**src/design/pcmf_pkg.sv**
```systemverilog
// ---------------------------------------------------------------------------
// pcmf_pkg
// Shared codes, constants and helper functions for the PCM to float
// converter.
// ---------------------------------------------------------------------------
package pcmf_pkg;

	localparam int unsigned DefMaxChannels = 8;

	// sample formats
	localparam logic [2:0] FMT_U8  = 3'd0;
	localparam logic [2:0] FMT_S16 = 3'd1;
	localparam logic [2:0] FMT_S32 = 3'd2;
	localparam logic [2:0] FMT_F32 = 3'd3;
	localparam logic [2:0] FMT_F64 = 3'd4;

	// configuration register indexes
	localparam logic [1:0] REG_FORMAT  = 2'd0;
	localparam logic [1:0] REG_IN_CHAN = 2'd1;
	localparam logic [1:0] REG_OUT_CHAN = 2'd2;

	// rounded single scale factors: significand and unbiased exponent
	localparam logic [23:0] K_U8_MANT  = 24'h810204;
	localparam logic [23:0] K_S16_MANT = 24'h800100;
	localparam logic [23:0] K_S32_MANT = 24'h800000;
	localparam logic signed [7:0] K_U8_EXP  = -8'sd7;
	localparam logic signed [7:0] K_S16_EXP = -8'sd15;
	localparam logic signed [7:0] K_S32_EXP = -8'sd31;

	// 1.0 in units of 2^-31
	localparam logic [33:0] ONE_FIX = 34'h080000000;

	localparam logic [30:0] INF_FIELD = 31'h7F800000;
	localparam logic [30:0] QNAN_FIELD = 31'h7FC00000;
	localparam logic [62:0] DBL_OVF_MAG = 63'h47EFFFFFF8000000;
	localparam logic [62:0] DBL_INF_MAG = 63'h7FF0000000000000;

	// leading zero count of a non-zero word
	function automatic logic [4:0] lzc32(input logic [31:0] w);
		logic [4:0] n;
		n = 5'd0;
		for (int i = 0; i < 32; i++) begin
			if (w[i])
				n = 5'(31 - i);
		end
		return n;
	endfunction

	// round a normalised word to 24 bits, nearest even; bit 24 is the carry
	function automatic logic [24:0] rne24(input logic [31:0] w);
		logic up;
		up = w[7] & ((|w[6:0]) | w[8]);
		return {1'b0, w[31:8]} + {24'd0, up};
	endfunction

endpackage

```
**src/design/pcm_sample_to_float.sv**
```systemverilog
// Each sample is registered in stages s1 to s8 between input transfer and result valid.
// Throughput: one sample per cycle; every stage holds on its own when the
// next one is full, so bubbles close up under back-pressure.
// Samples outside the active channel count or with an unknown format are
// dropped at the first stage. Reset (arst_n low, asynchronous) empties the
// pipeline and loads format 1 (signed 16) and two channels in and out.
// ---------------------------------------------------------------------------
// pcm_sample_to_float
// Converts PCM sample words of five formats to IEEE single precision.
// ---------------------------------------------------------------------------
module pcm_sample_to_float
	import pcmf_pkg::*;
#(
	parameter int unsigned MAX_CHANNELS = DefMaxChannels
) (
	input  logic        clk,
	input  logic        arst_n,
	input  logic        cfg_valid,
	output logic        cfg_ready,
	input  logic [1:0]  cfg_index,
	input  logic [3:0]  cfg_data,
	input  logic        in_valid,
	output logic        in_ready,
	input  logic [63:0] raw_sample,
	input  logic [2:0]  chan_pos,
	input  logic        last_in,
	output logic        out_valid,
	input  logic        out_ready,
	output logic [31:0] float_bits,
	output logic [2:0]  chan_out,
	output logic        last_out
);

	localparam logic [6:0] ChanLimit = (MAX_CHANNELS > 15) ? 7'd15 : 7'(MAX_CHANNELS);

	logic [2:0] fmt_q;
	logic [3:0] in_chan_q;
	logic [3:0] out_chan_q;

	assign cfg_ready = 1'b1;

	always_ff @(posedge clk or negedge arst_n) begin
		if (!arst_n) begin
			fmt_q      <= FMT_S16;
			in_chan_q  <= 4'd2;
			out_chan_q <= 4'd2;
		end else if (cfg_valid) begin
			case (cfg_index)
				REG_FORMAT:   fmt_q      <= cfg_data[2:0];
				REG_IN_CHAN:  in_chan_q  <= cfg_data;
				REG_OUT_CHAN: out_chan_q <= cfg_data;
				default: ;
			endcase
		end
	end

	// flow control: a stage loads when it is empty or the next one loads
	logic vld_s1, vld_s2, vld_s3, vld_s4, vld_s5, vld_s6, vld_s7, vld_s8;
	logic adv1, adv2, adv3, adv4, adv5, adv6, adv7, adv8;
	logic keep;

	assign adv8 = !vld_s8 || out_ready;
	assign adv7 = !vld_s7 || adv8;
	assign adv6 = !vld_s6 || adv7;
	assign adv5 = !vld_s5 || adv6;
	assign adv4 = !vld_s4 || adv5;
	assign adv3 = !vld_s3 || adv4;
	assign adv2 = !vld_s2 || adv3;
	assign adv1 = !vld_s1 || adv2;
	assign in_ready = adv1;

	always_ff @(posedge clk or negedge arst_n) begin
		if (!arst_n) begin
			{vld_s1, vld_s2, vld_s3, vld_s4, vld_s5, vld_s6, vld_s7, vld_s8} <= '0;
		end else begin
			if (adv1) vld_s1 <= in_valid && keep;
			if (adv2) vld_s2 <= vld_s1;
			if (adv3) vld_s3 <= vld_s2;
			if (adv4) vld_s4 <= vld_s3;
			if (adv5) vld_s5 <= vld_s4;
			if (adv6) vld_s6 <= vld_s5;
			if (adv7) vld_s7 <= vld_s6;
			if (adv8) vld_s8 <= vld_s7;
		end
	end

	// ---- stage 1: channel check, integer sign and magnitude
	logic [3:0]  active;
	logic [6:0]  limit;
	logic        neg;
	logic [31:0] mag;

	assign active = (out_chan_q < in_chan_q) ? out_chan_q : in_chan_q;
	assign limit  = ({3'd0, active} < ChanLimit) ? {3'd0, active} : ChanLimit;
	assign keep   = ({4'd0, chan_pos} < limit) && (fmt_q <= FMT_F64);

	always_comb begin
		neg = 1'b0;
		mag = {24'd0, raw_sample[7:0]};
		case (fmt_q)
			FMT_S16: begin
				neg = raw_sample[15];
				mag = {16'd0, neg ? 16'(~raw_sample[15:0] + 16'd1) : raw_sample[15:0]};
			end
			FMT_S32: begin
				neg = raw_sample[31];
				mag = neg ? (~raw_sample[31:0] + 32'd1) : raw_sample[31:0];
			end
			default: ;
		endcase
	end

	logic [2:0]  fmt_s1, fmt_s2, fmt_s3, fmt_s4, fmt_s5, fmt_s6, fmt_s7;
	logic [2:0]  chan_s1, chan_s2, chan_s3, chan_s4, chan_s5, chan_s6, chan_s7;
	logic        last_s1, last_s2, last_s3, last_s4, last_s5, last_s6, last_s7;
	logic        sign_s1, sign_s2, sign_s3, sign_s4;
	logic [31:0] mag_s1;
	logic [63:0] word_s1;

	always_ff @(posedge clk) begin
		if (adv1) begin
			fmt_s1  <= fmt_q;
			chan_s1 <= chan_pos;
			last_s1 <= last_in;
			sign_s1 <= neg;
			mag_s1  <= mag;
			word_s1 <= raw_sample;
		end
	end

	// ---- stage 2: integer normalise, double alignment
	logic [4:0]   lz1;
	logic [10:0]  dexp;
	logic [11:0]  rfull;
	logic [6:0]   rsh;
	logic [116:0] dshift;
	logic [30:0]  dbase;
	logic         dguard, dsticky;

	assign lz1   = lzc32(mag_s1);
	assign dexp  = word_s1[62:52];
	assign rfull = 12'd926 - {1'b0, dexp};
	assign rsh   = (dexp < 11'd871) ? 7'd55 : rfull[6:0];
	assign dshift = {1'b1, word_s1[51:0], 64'd0} >> rsh;

	always_comb begin
		if (dexp > 11'd896) begin
			dbase   = {8'(dexp - 11'd896), word_s1[51:29]};
			dguard  = word_s1[28];
			dsticky = |word_s1[27:0];
		end else begin
			dbase   = dshift[94:64];
			dguard  = dshift[63];
			dsticky = |dshift[62:0];
		end
	end

	logic [31:0] norm_s2;
	logic [4:0]  iexp_s2;
	logic        izero_s2;
	logic [30:0] dbase_s2;
	logic        dup_s2;
	logic        dnan_s2, dovf_s2, dsign_s2;
	logic [31:0] word_s2;

	always_ff @(posedge clk) begin
		if (adv2) begin
			fmt_s2   <= fmt_s1;
			chan_s2  <= chan_s1;
			last_s2  <= last_s1;
			sign_s2  <= sign_s1;
			norm_s2  <= mag_s1 << lz1;
			iexp_s2  <= 5'd31 - lz1;
			izero_s2 <= (mag_s1 == 32'd0);
			dbase_s2 <= dbase;
			dup_s2   <= dguard & (dsticky | dbase[0]);
			dnan_s2  <= word_s1[62:0] > DBL_INF_MAG;
			dovf_s2  <= word_s1[62:0] >= DBL_OVF_MAG;
			dsign_s2 <= word_s1[63];
			word_s2  <= (fmt_s1 == FMT_F32) ? word_s1[31:0]
				: {word_s1[63], 8'd0, word_s1[51:29]};
		end
	end

	// ---- stage 3: integer rounding, double result
	logic [24:0] ir;
	logic [31:0] dres;

	assign ir = rne24(norm_s2);

	always_comb begin
		if (fmt_s2 == FMT_F32)
			dres = word_s2;
		else if (dnan_s2)
			dres = {dsign_s2, QNAN_FIELD | {8'd0, word_s2[22:0]}};
		else if (dovf_s2)
			dres = {dsign_s2, INF_FIELD};
		else
			dres = {dsign_s2, dbase_s2 + {30'd0, dup_s2}};
	end

	logic [23:0] am_s3;
	logic [5:0]  ae_s3;
	logic        azero_s3;
	logic [31:0] direct_s3;

	always_ff @(posedge clk) begin
		if (adv3) begin
			fmt_s3    <= fmt_s2;
			chan_s3   <= chan_s2;
			last_s3   <= last_s2;
			sign_s3   <= sign_s2;
			am_s3     <= ir[24] ? ir[24:1] : ir[23:0];
			ae_s3     <= {1'b0, iexp_s2} + {5'd0, ir[24]};
			azero_s3  <= izero_s2;
			direct_s3 <= dres;
		end
	end

	// ---- stage 4: scale multiply
	logic [23:0]       kmant;
	logic signed [7:0] kexp;

	always_comb begin
		case (fmt_s3)
			FMT_U8: begin
				kmant = K_U8_MANT;
				kexp  = K_U8_EXP;
			end
			FMT_S16: begin
				kmant = K_S16_MANT;
				kexp  = K_S16_EXP;
			end
			default: begin
				kmant = K_S32_MANT;
				kexp  = K_S32_EXP;
			end
		endcase
	end

	logic [47:0]       prod_s4;
	logic signed [7:0] pe_s4;
	logic              pzero_s4;
	logic [31:0]       direct_s4;

	always_ff @(posedge clk) begin
		if (adv4) begin
			fmt_s4    <= fmt_s3;
			chan_s4   <= chan_s3;
			last_s4   <= last_s3;
			sign_s4   <= sign_s3;
			prod_s4   <= am_s3 * kmant;
			pe_s4     <= signed'({2'b00, ae_s3}) + kexp;
			pzero_s4  <= azero_s3;
			direct_s4 <= direct_s3;
		end
	end

	// ---- stage 5: product normalise and round
	logic              phi;
	logic [31:0]       pwin;
	logic [24:0]       pr;
	logic [23:0]       bm;
	logic signed [7:0] be;
	logic [31:0]       bfloat;

	assign phi  = prod_s4[47];
	assign pwin = phi ? prod_s4[47:16] : prod_s4[46:15];
	assign pr   = rne24({pwin[31:1], (|prod_s4[14:0]) | pwin[0]});
	assign bm   = pr[24] ? pr[24:1] : pr[23:0];
	assign be   = pe_s4 + signed'({6'd0, phi}) + signed'({6'd0, pr[24]});
	assign bfloat = pzero_s4 ? 32'd0 : {sign_s4, 8'(be + 8'sd127), bm[22:0]};

	logic [23:0]       bm_s5;
	logic signed [7:0] be_s5;
	logic              bzero_s5;
	logic [31:0]       res_s5, res_s6, res_s7;

	always_ff @(posedge clk) begin
		if (adv5) begin
			fmt_s5   <= fmt_s4;
			chan_s5  <= chan_s4;
			last_s5  <= last_s4;
			bm_s5    <= bm;
			be_s5    <= be;
			bzero_s5 <= pzero_s4;
			res_s5   <= (fmt_s4 <= FMT_S32) ? bfloat : direct_s4;
		end
	end

	// ---- stage 6: unsigned 8 path, subtract one in fixed point
	logic [3:0]  bsh;
	logic [32:0] bfix;

	assign bsh  = 4'(be_s5 + 8'sd8);
	assign bfix = bzero_s5 ? 33'd0 : ({9'd0, bm_s5} << bsh);

	logic [33:0] diff_s6;

	always_ff @(posedge clk) begin
		if (adv6) begin
			fmt_s6  <= fmt_s5;
			chan_s6 <= chan_s5;
			last_s6 <= last_s5;
			res_s6  <= res_s5;
			diff_s6 <= {1'b0, bfix} - ONE_FIX;
		end
	end

	// ---- stage 7: difference magnitude and normalise
	logic [33:0] dabs;
	logic [4:0]  lz2;

	assign dabs = diff_s6[33] ? (~diff_s6 + 34'd1) : diff_s6;
	assign lz2  = lzc32(dabs[31:0]);

	logic [31:0] unorm_s7;
	logic [4:0]  ulz_s7;
	logic        usign_s7, uzero_s7;

	always_ff @(posedge clk) begin
		if (adv7) begin
			fmt_s7   <= fmt_s6;
			chan_s7  <= chan_s6;
			last_s7  <= last_s6;
			res_s7   <= res_s6;
			unorm_s7 <= dabs[31:0] << lz2;
			ulz_s7   <= lz2;
			usign_s7 <= diff_s6[33];
			uzero_s7 <= (dabs[31:0] == 32'd0);
		end
	end

	// ---- stage 8: round the difference, output register
	logic [24:0] ur;
	logic [7:0]  uexp;
	logic [22:0] ufrac;
	logic [31:0] ures;

	assign ur    = rne24(unorm_s7);
	assign uexp  = 8'd127 - {3'd0, ulz_s7} + {7'd0, ur[24]};
	assign ufrac = ur[24] ? ur[23:1] : ur[22:0];
	assign ures  = uzero_s7 ? 32'd0 : {usign_s7, uexp, ufrac};

	logic [31:0] float_s8;
	logic [2:0]  chan_s8;
	logic        last_s8;

	always_ff @(posedge clk) begin
		if (adv8) begin
			float_s8 <= (fmt_s7 == FMT_U8) ? ures : res_s7;
			chan_s8  <= chan_s7;
			last_s8  <= last_s7;
		end
	end

	assign out_valid  = vld_s8;
	assign float_bits = float_s8;
	assign chan_out   = chan_s8;
	assign last_out   = last_s8;

endmodule

```
**config.mk**
```make
export PLATFORM = sky130hd
export DESIGN_NAME = pcm_sample_to_float
export DESIGN_NICKNAME = d
export VERILOG_FILES = /design/src/design/pcmf_pkg.sv /design/src/design/pcm_sample_to_float.sv
export SDC_FILE = /design/constraint.sdc
export NUM_CORES = 2
export LEC_CHECK = 0
export BUFFER_PORTS_ARGS = -buffer_cell sky130_fd_sc_hd__clkbuf_2
export CORE_ASPECT_RATIO = 0.8
export CORE_MARGIN = 3
export CORE_UTILIZATION = 34
export DETAILED_ROUTE_END_ITERATION = 8
export HOLD_SLACK_MARGIN = 0.1
export PLACE_DENSITY = 0.51
export SLEW_MARGIN = 0
export SYNTH_ARGS = -nofsm -noshare
export SYNTH_HDL_FRONTEND = slang
export SYNTH_SLANG_ARGS = --single-unit
```
**constraint.sdc**
```tcl
create_clock -name clk -period 20.1 [get_ports clk]
set_clock_uncertainty 0.05 [all_clocks]
set_input_delay 4.02 -clock clk [delete_from_list [all_inputs] [get_ports clk]]
set_output_delay 4.02 -clock clk [all_outputs]
set_load 0.1 [all_outputs]
```
Word-level counts from Yosys, hierarchy flattened:

Cells that the tools add are included.

* register bits: 659
* bits of input ports: 79
* output and inout port bits: 39
* word-level logic and storage cells: 246

* $add $sub $neg: 19
* multiply operators: 1
* $lt $le $gt $ge: 9
* equal/unequal tests: 7
* shift operators: 4
* muxes and demuxes: 90
* bitwise gates (word level): 12
* reduce and logical (&&, ||, !) cells: 32

Operator list (number)
* 5-bit 2-to-1 mux: 64
* 32-bit 2-to-1 mux: 9
* 117-bit by 7-bit right shift with 95-bit output: 1
* 31-bit 2-to-1 mux: 3
* 24-bit by 1-bit adder with 25-bit output: 3
* 23-bit 2-to-1 mux: 3
* 32-bit by 1-bit adder with 32-bit output, second input constant: 2
* 32-bit zero test: 2
* 32-bit inverter: 2
* 32-bit case mux with 2 select lines: 1
* 32-bit by 5-bit << shifter with 32-bit output: 2
* 63-bit >= comparator, second input constant: 1
* 63-bit > comparator, second input constant: 1
* 63-bit OR reduction: 1
* 24-bit by 24-bit multiplier with 48-bit output: 1
* 17-bit case mux with 2 select lines: 1
* 33-bit by 32-bit subtractor with 34-bit output, second input constant: 1
* 33-bit 2-to-1 mux: 1
* 24-bit by 4-bit << shifter with 33-bit output: 1
* 31-bit by 1-bit adder with 31-bit output: 1
* 28-bit OR reduction: 1
* 7-bit OR reduction: 3
* 16-bit by 1-bit adder with 16-bit output, second input constant: 1
* 8-bit by 2-bit adder with 8-bit output: 2
* 36 further kinds: 66

Logic depth before layout (Yosys ltp):

* word-level depth: 36
* gate-level depth with buffers: 25
* mapped depth without buffers: 24

Worst setup path before layout:

Ideal clock, no wire load.

* path kind: input to output
* start point: input port out_ready
* end point: output port in_ready
* data arrival time: 11882 ps
* required time: 16030 ps
* setup slack: 4148 ps
* cell stages on the path: 6
* path buffers: 0
* cells stage by stage: nor2b_1 nand3_1 nor2_1 nand3_1 inv_1 nand3_1

* cells in the longest elaborated chain, start to end: 8

RTL lines
* start: declaration: line pcm_sample_to_float.sv:28 `input logic out_ready,`
* 1-bit logical OR: line pcm_sample_to_float.sv:62 `assign adv8 = !vld_s8 || out_ready;`
* 1-bit logical OR: line pcm_sample_to_float.sv:63 `assign adv7 = !vld_s7 || adv8;`
* 1-bit logical OR: line pcm_sample_to_float.sv:64 `assign adv6 = !vld_s6 || adv7;`
* named net adv6: line pcm_sample_to_float.sv:59 `logic adv1, adv2, adv3, adv4, adv5, adv6, adv7, adv8;`
* 1-bit logical OR: line pcm_sample_to_float.sv:65 `assign adv5 = !vld_s5 || adv6;`
* 1-bit logical OR: line pcm_sample_to_float.sv:66 `assign adv4 = !vld_s4 || adv5;`
* 1-bit logical OR: line pcm_sample_to_float.sv:67 `assign adv3 = !vld_s3 || adv4;`
* named net adv3: line pcm_sample_to_float.sv:59
* 1-bit logical OR: line pcm_sample_to_float.sv:68 `assign adv2 = !vld_s2 || adv3;`
* 1-bit logical OR: line pcm_sample_to_float.sv:69 `assign adv1 = !vld_s1 || adv2;`
* end: declaration: line pcm_sample_to_float.sv:23 `output logic in_ready,`

The timed path passes the listed nets, and every way through them passes these cells.

Final worst setup path:

Ends and elaborated chain as after synthesis.

==> impl_metrics.py <==
metrics = {
    "run_status": {
        "status": "completed",
    },
    "synth": {
        "syn_nets": 4379,
        "synthAdderAreaFrac": 0.0785,
        "synth-simple-area-share": 0.155,
        "ys_warn_count": 0,
        "synthDistinctLibCells": 102,
        "synth-compound-area-share": 0.156,
        "synth.ff_latch_count": 656,
        "synthArstFlopShare": 0.0290,
        "synth_top_family_by_area": "compound AO/OA/AOI/OAI gates",
        "synthMuxAreaShare": 0.0697,
        "synthXorXnorAreaFrac": 0.0380,
        "seq_area_frac_synth": 0.465,
        "syn_area_mm2": 0.0422,
        "synth_ff_type": "edfxtp_1",
        "syn_area_per_cell_um2": 10.4,
        "synth_cells": 4062,
        "synth_edf_count": 637,
    },
    "worst_setup_path": {
        "worst_ep_required_time_ps": 16030,
        "cp-start-kind": "input pin",
        "rr_worst_depth": 17,
        "worstSetupEndpointType": "primary output",
        "r2r_end": "dup_s2$_DFFE_PP_",
        "critPathCapture": "in_ready",
        "crit_arrival_ps": 6680,
        "crit_start": "out_ready",
        "reg2reg_slack_ps": 12740,
        "worstPathMaxFanout": 73,
        "timing.rr.start": "word_s1[52]$_DFFE_PP_",
        "crit_type": "in2out",
    },
    "timing": {
        "drv_slew": 0,
        "rsz0062_at_grt": "no",
        "tns_ps": 0,
        "worstMarginPinSlew_ps": 1120,
        "max_freq_mhz": 93.0,
        "min_period_ps": 10750,
        "finalCritPeriodShare": 0.535,
        "relSlewSlack": 0.252,
        "setup_viol": 0,
        "worst_hold_slack_ps": 353,
        "timing.final.hold_violations": 0,
    },
    "power_and_ir_drop": {
        "p_leak_nw": 19.0,
        "finalPower_mw": 6.73,
        "vdd_drop_max_v": 0.000103,
        "cellPowerDensity_mw_per_mm2": 144,
    },
    "clocking": {
        "numCtsBuffers": 72,
        "cts_tree": "built",
        "post-cts-setup-buffers": 0,
        "clock_latency_ps": 660,
        "cts_root_buffer": "clkbuf_16",
        "clkSinkCount": 656,
        "cts-htree-levels": 3,
        "cts_hold_buffers": 0,
        "postCtsResizedCells": 0,
        "clk_pin_slew_ps": 60,
        "cts_max_path_buffers": 3,
    },
    "routing": {
        "ant_nets": 0,
        "drt-initial-drc-count": 3184,
        "wl_um": 130000,
        "wire_per_inst_um": 22.6,
        "num_vias": 32200,
        "drc": 0,
        "vias_per_cell": 5.60,
        "first_pass_iters": 6,
    },
    "die": {
        "dieArea_mm2": 0.128,
        "rows": 114,
        "die_width_um": 400,
        "core_mm2": 0.122,
        "dieHeight_um": 321,
        "start_util": 0.346,
        "io_pins": 118,
    },
    "global_route": {
        "antenna_found_initial": 7,
        "grt_max_degree": 80,
        "overflow": 0,
        "grt_pass1_wl_um": 196000,
        "grt_pass1_vias": 30500,
        "track_usage": 0.199,
    },
    "placement": {
        "dp.cells": 5620,
        "place.gp.congestion": 0.975,
        "hpwl_um": 97100,
        "io_buffers": 116,
    },
    "finish": {
        "layout-drive-gt1-share": 0.112,
        "multi_input_area_mm2": 0.0211,
        "seq_area_mm2": 0.0196,
        "fillers": 12100,
        "final_nets": 4387,
        "synthToLayoutAreaGrowth_pct": 11.0,
        "final_cells": 5753,
    },
    "hold_path": {
        "hold_path.class": "reg2reg",
    },
    "flow_run": {
        "maxCapViolations": 0,
    },
}
layer usage:
metal / wire [um] / global-route usage / up-vias
li1: - / - / 15300
met1: 62100 / 0.302 / 15600
met2: 54200 / 0.284 / 1154
met3: 10800 / 0.0472 / 188
met4: 3060 / 0.0488 / 4
met5: 27 / 0 / -
flip-flops by register name, summed over array words and instances, names as in the netlist, 6 cells and up:
signal      count
mag_s1         32
norm_s2        32
word_s1        64
float_bits     32
res_s7         32
word_s2        32
prod_s4        46
pe_s4           8
unorm_s7       32
bm_s5          24
ae_s3           6
res_s5         32
diff_s6        33
dbase_s2       31
direct_s4      32
direct_s3      32
res_s6         32
am_s3          24
kinds of logic (layout without fill, tap and decap cells):
group / Yosys count / count (layout)
xor gates and xnor gates: 182 / 182
adders and majority gates: 238 / 238
other: 1 / 5
buffers and inverters: 403 / 466
DFF: 656 / 656
and+or+nand+nor: 1351 / 1351
AOI/OAI and AO/OA: 966 / 966
muxes: 265 / 265
power by group:
part,switching (mW),leakage (nW),internal [mW]
Sequential,0.322,7.31,2.06
Combinational,1.95,10.5,1.04
Clock,0.569,1.17,0.780
area by class of cell:
type,count,share of cell area
inverters,163,0.0131
flip-flops and latches,656,0.419
diodes,4,0.000214
clock inverters,33,0.00944
multi-input cells,3003,0.451
repair buffers,174,0.0217
well taps,1624,0.0434
clock buffers,96,0.0422
worst min-delay path by stage:
| stage | startpoint | endpoint | slack [ps] | cells past startpoint |
|---|---|---|---|---|
| 2_1_floorplan | izero_s2$_DFFE_PP_ | azero_s3$_DFFE_PP_ | 350 | 0 |
| 3_3_place_gp | res_s5[19]$_DFFE_PP_ | res_s6[19]$_DFFE_PP_ | 350 | 0 |
| 3_5_place_dp | chan_s2[2]$_DFFE_PP_ | chan_s3[2]$_DFFE_PP_ | 350 | 0 |
| 4_1_cts | sign_s1$_SDFFCE_PP0P_ | sign_s2$_DFFE_PP_ | 350 | 0 |
| 5_1_grt | sign_s1$_SDFFCE_PP0P_ | sign_s2$_DFFE_PP_ | 350 | 0 |
| 6_report | sign_s1$_SDFFCE_PP0P_ | sign_s2$_DFFE_PP_ | 350 | 0 |
layout by cell type, fill, tap and decap left out, types with 83 or more instances in the layout:
cell,instances
xor2_1,83
clkbuf_2,116
edfxtp_1,637
nor2_1,339
a21oi_1,201
nand2_1,405
xnor2_1,97
o21ai_0,213
ha_1,193
mux2i_1,173
inv_1,155
nand3_1,107
synthesized netlist by cell type (all sizes together) (22+ instances only):
cell | number | area, um2
fa | 44 | 881
xnor2 | 98 | 866
a211oi | 74 | 556
buf | 59 | 298
nor2b | 41 | 257
o22ai | 22 | 144
o21ai | 216 | 1080
a21o | 31 | 233
ha | 194 | 2430
and2 | 44 | 275
or3 | 32 | 200
o31ai | 47 | 363
or2 | 22 | 138
nor4 | 59 | 439
inv | 158 | 593
edfxtp | 637 | 19100
a31oi | 46 | 303
nor3 | 71 | 355
nand2 | 410 | 1540
xor2 | 84 | 736
a21oi | 205 | 1040
nand3 | 111 | 556
nand2b | 41 | 257
nor2 | 344 | 1300
a22o | 46 | 403
o21a | 24 | 180
mux2i | 173 | 1730
mux2 | 77 | 867
o211ai | 35 | 263
clkbuf | 181 | 679
and3 | 62 | 388
nand4 | 52 | 332
per-stage QoR:
stage	cell area (um2)	worst slack [ps]	util
global placement	44400	9340	0.364
finish	46800	9350	0.384
CTS	46800	9280	0.384
detailed placement	44400	9280	0.364
global route	46800	9120	0.384
floorplan	42200	4150	-
critical path, cell delays in order:
cell and delay [ps]:
clkbuf_2 80, nor2b_1 380, nand3_4 260, nor2_1 490, nand3_4 100, buf_4 400, inv_1 290, nand3_4 160
clkbuf_2 420
Power figures use the tool's default switching activity.
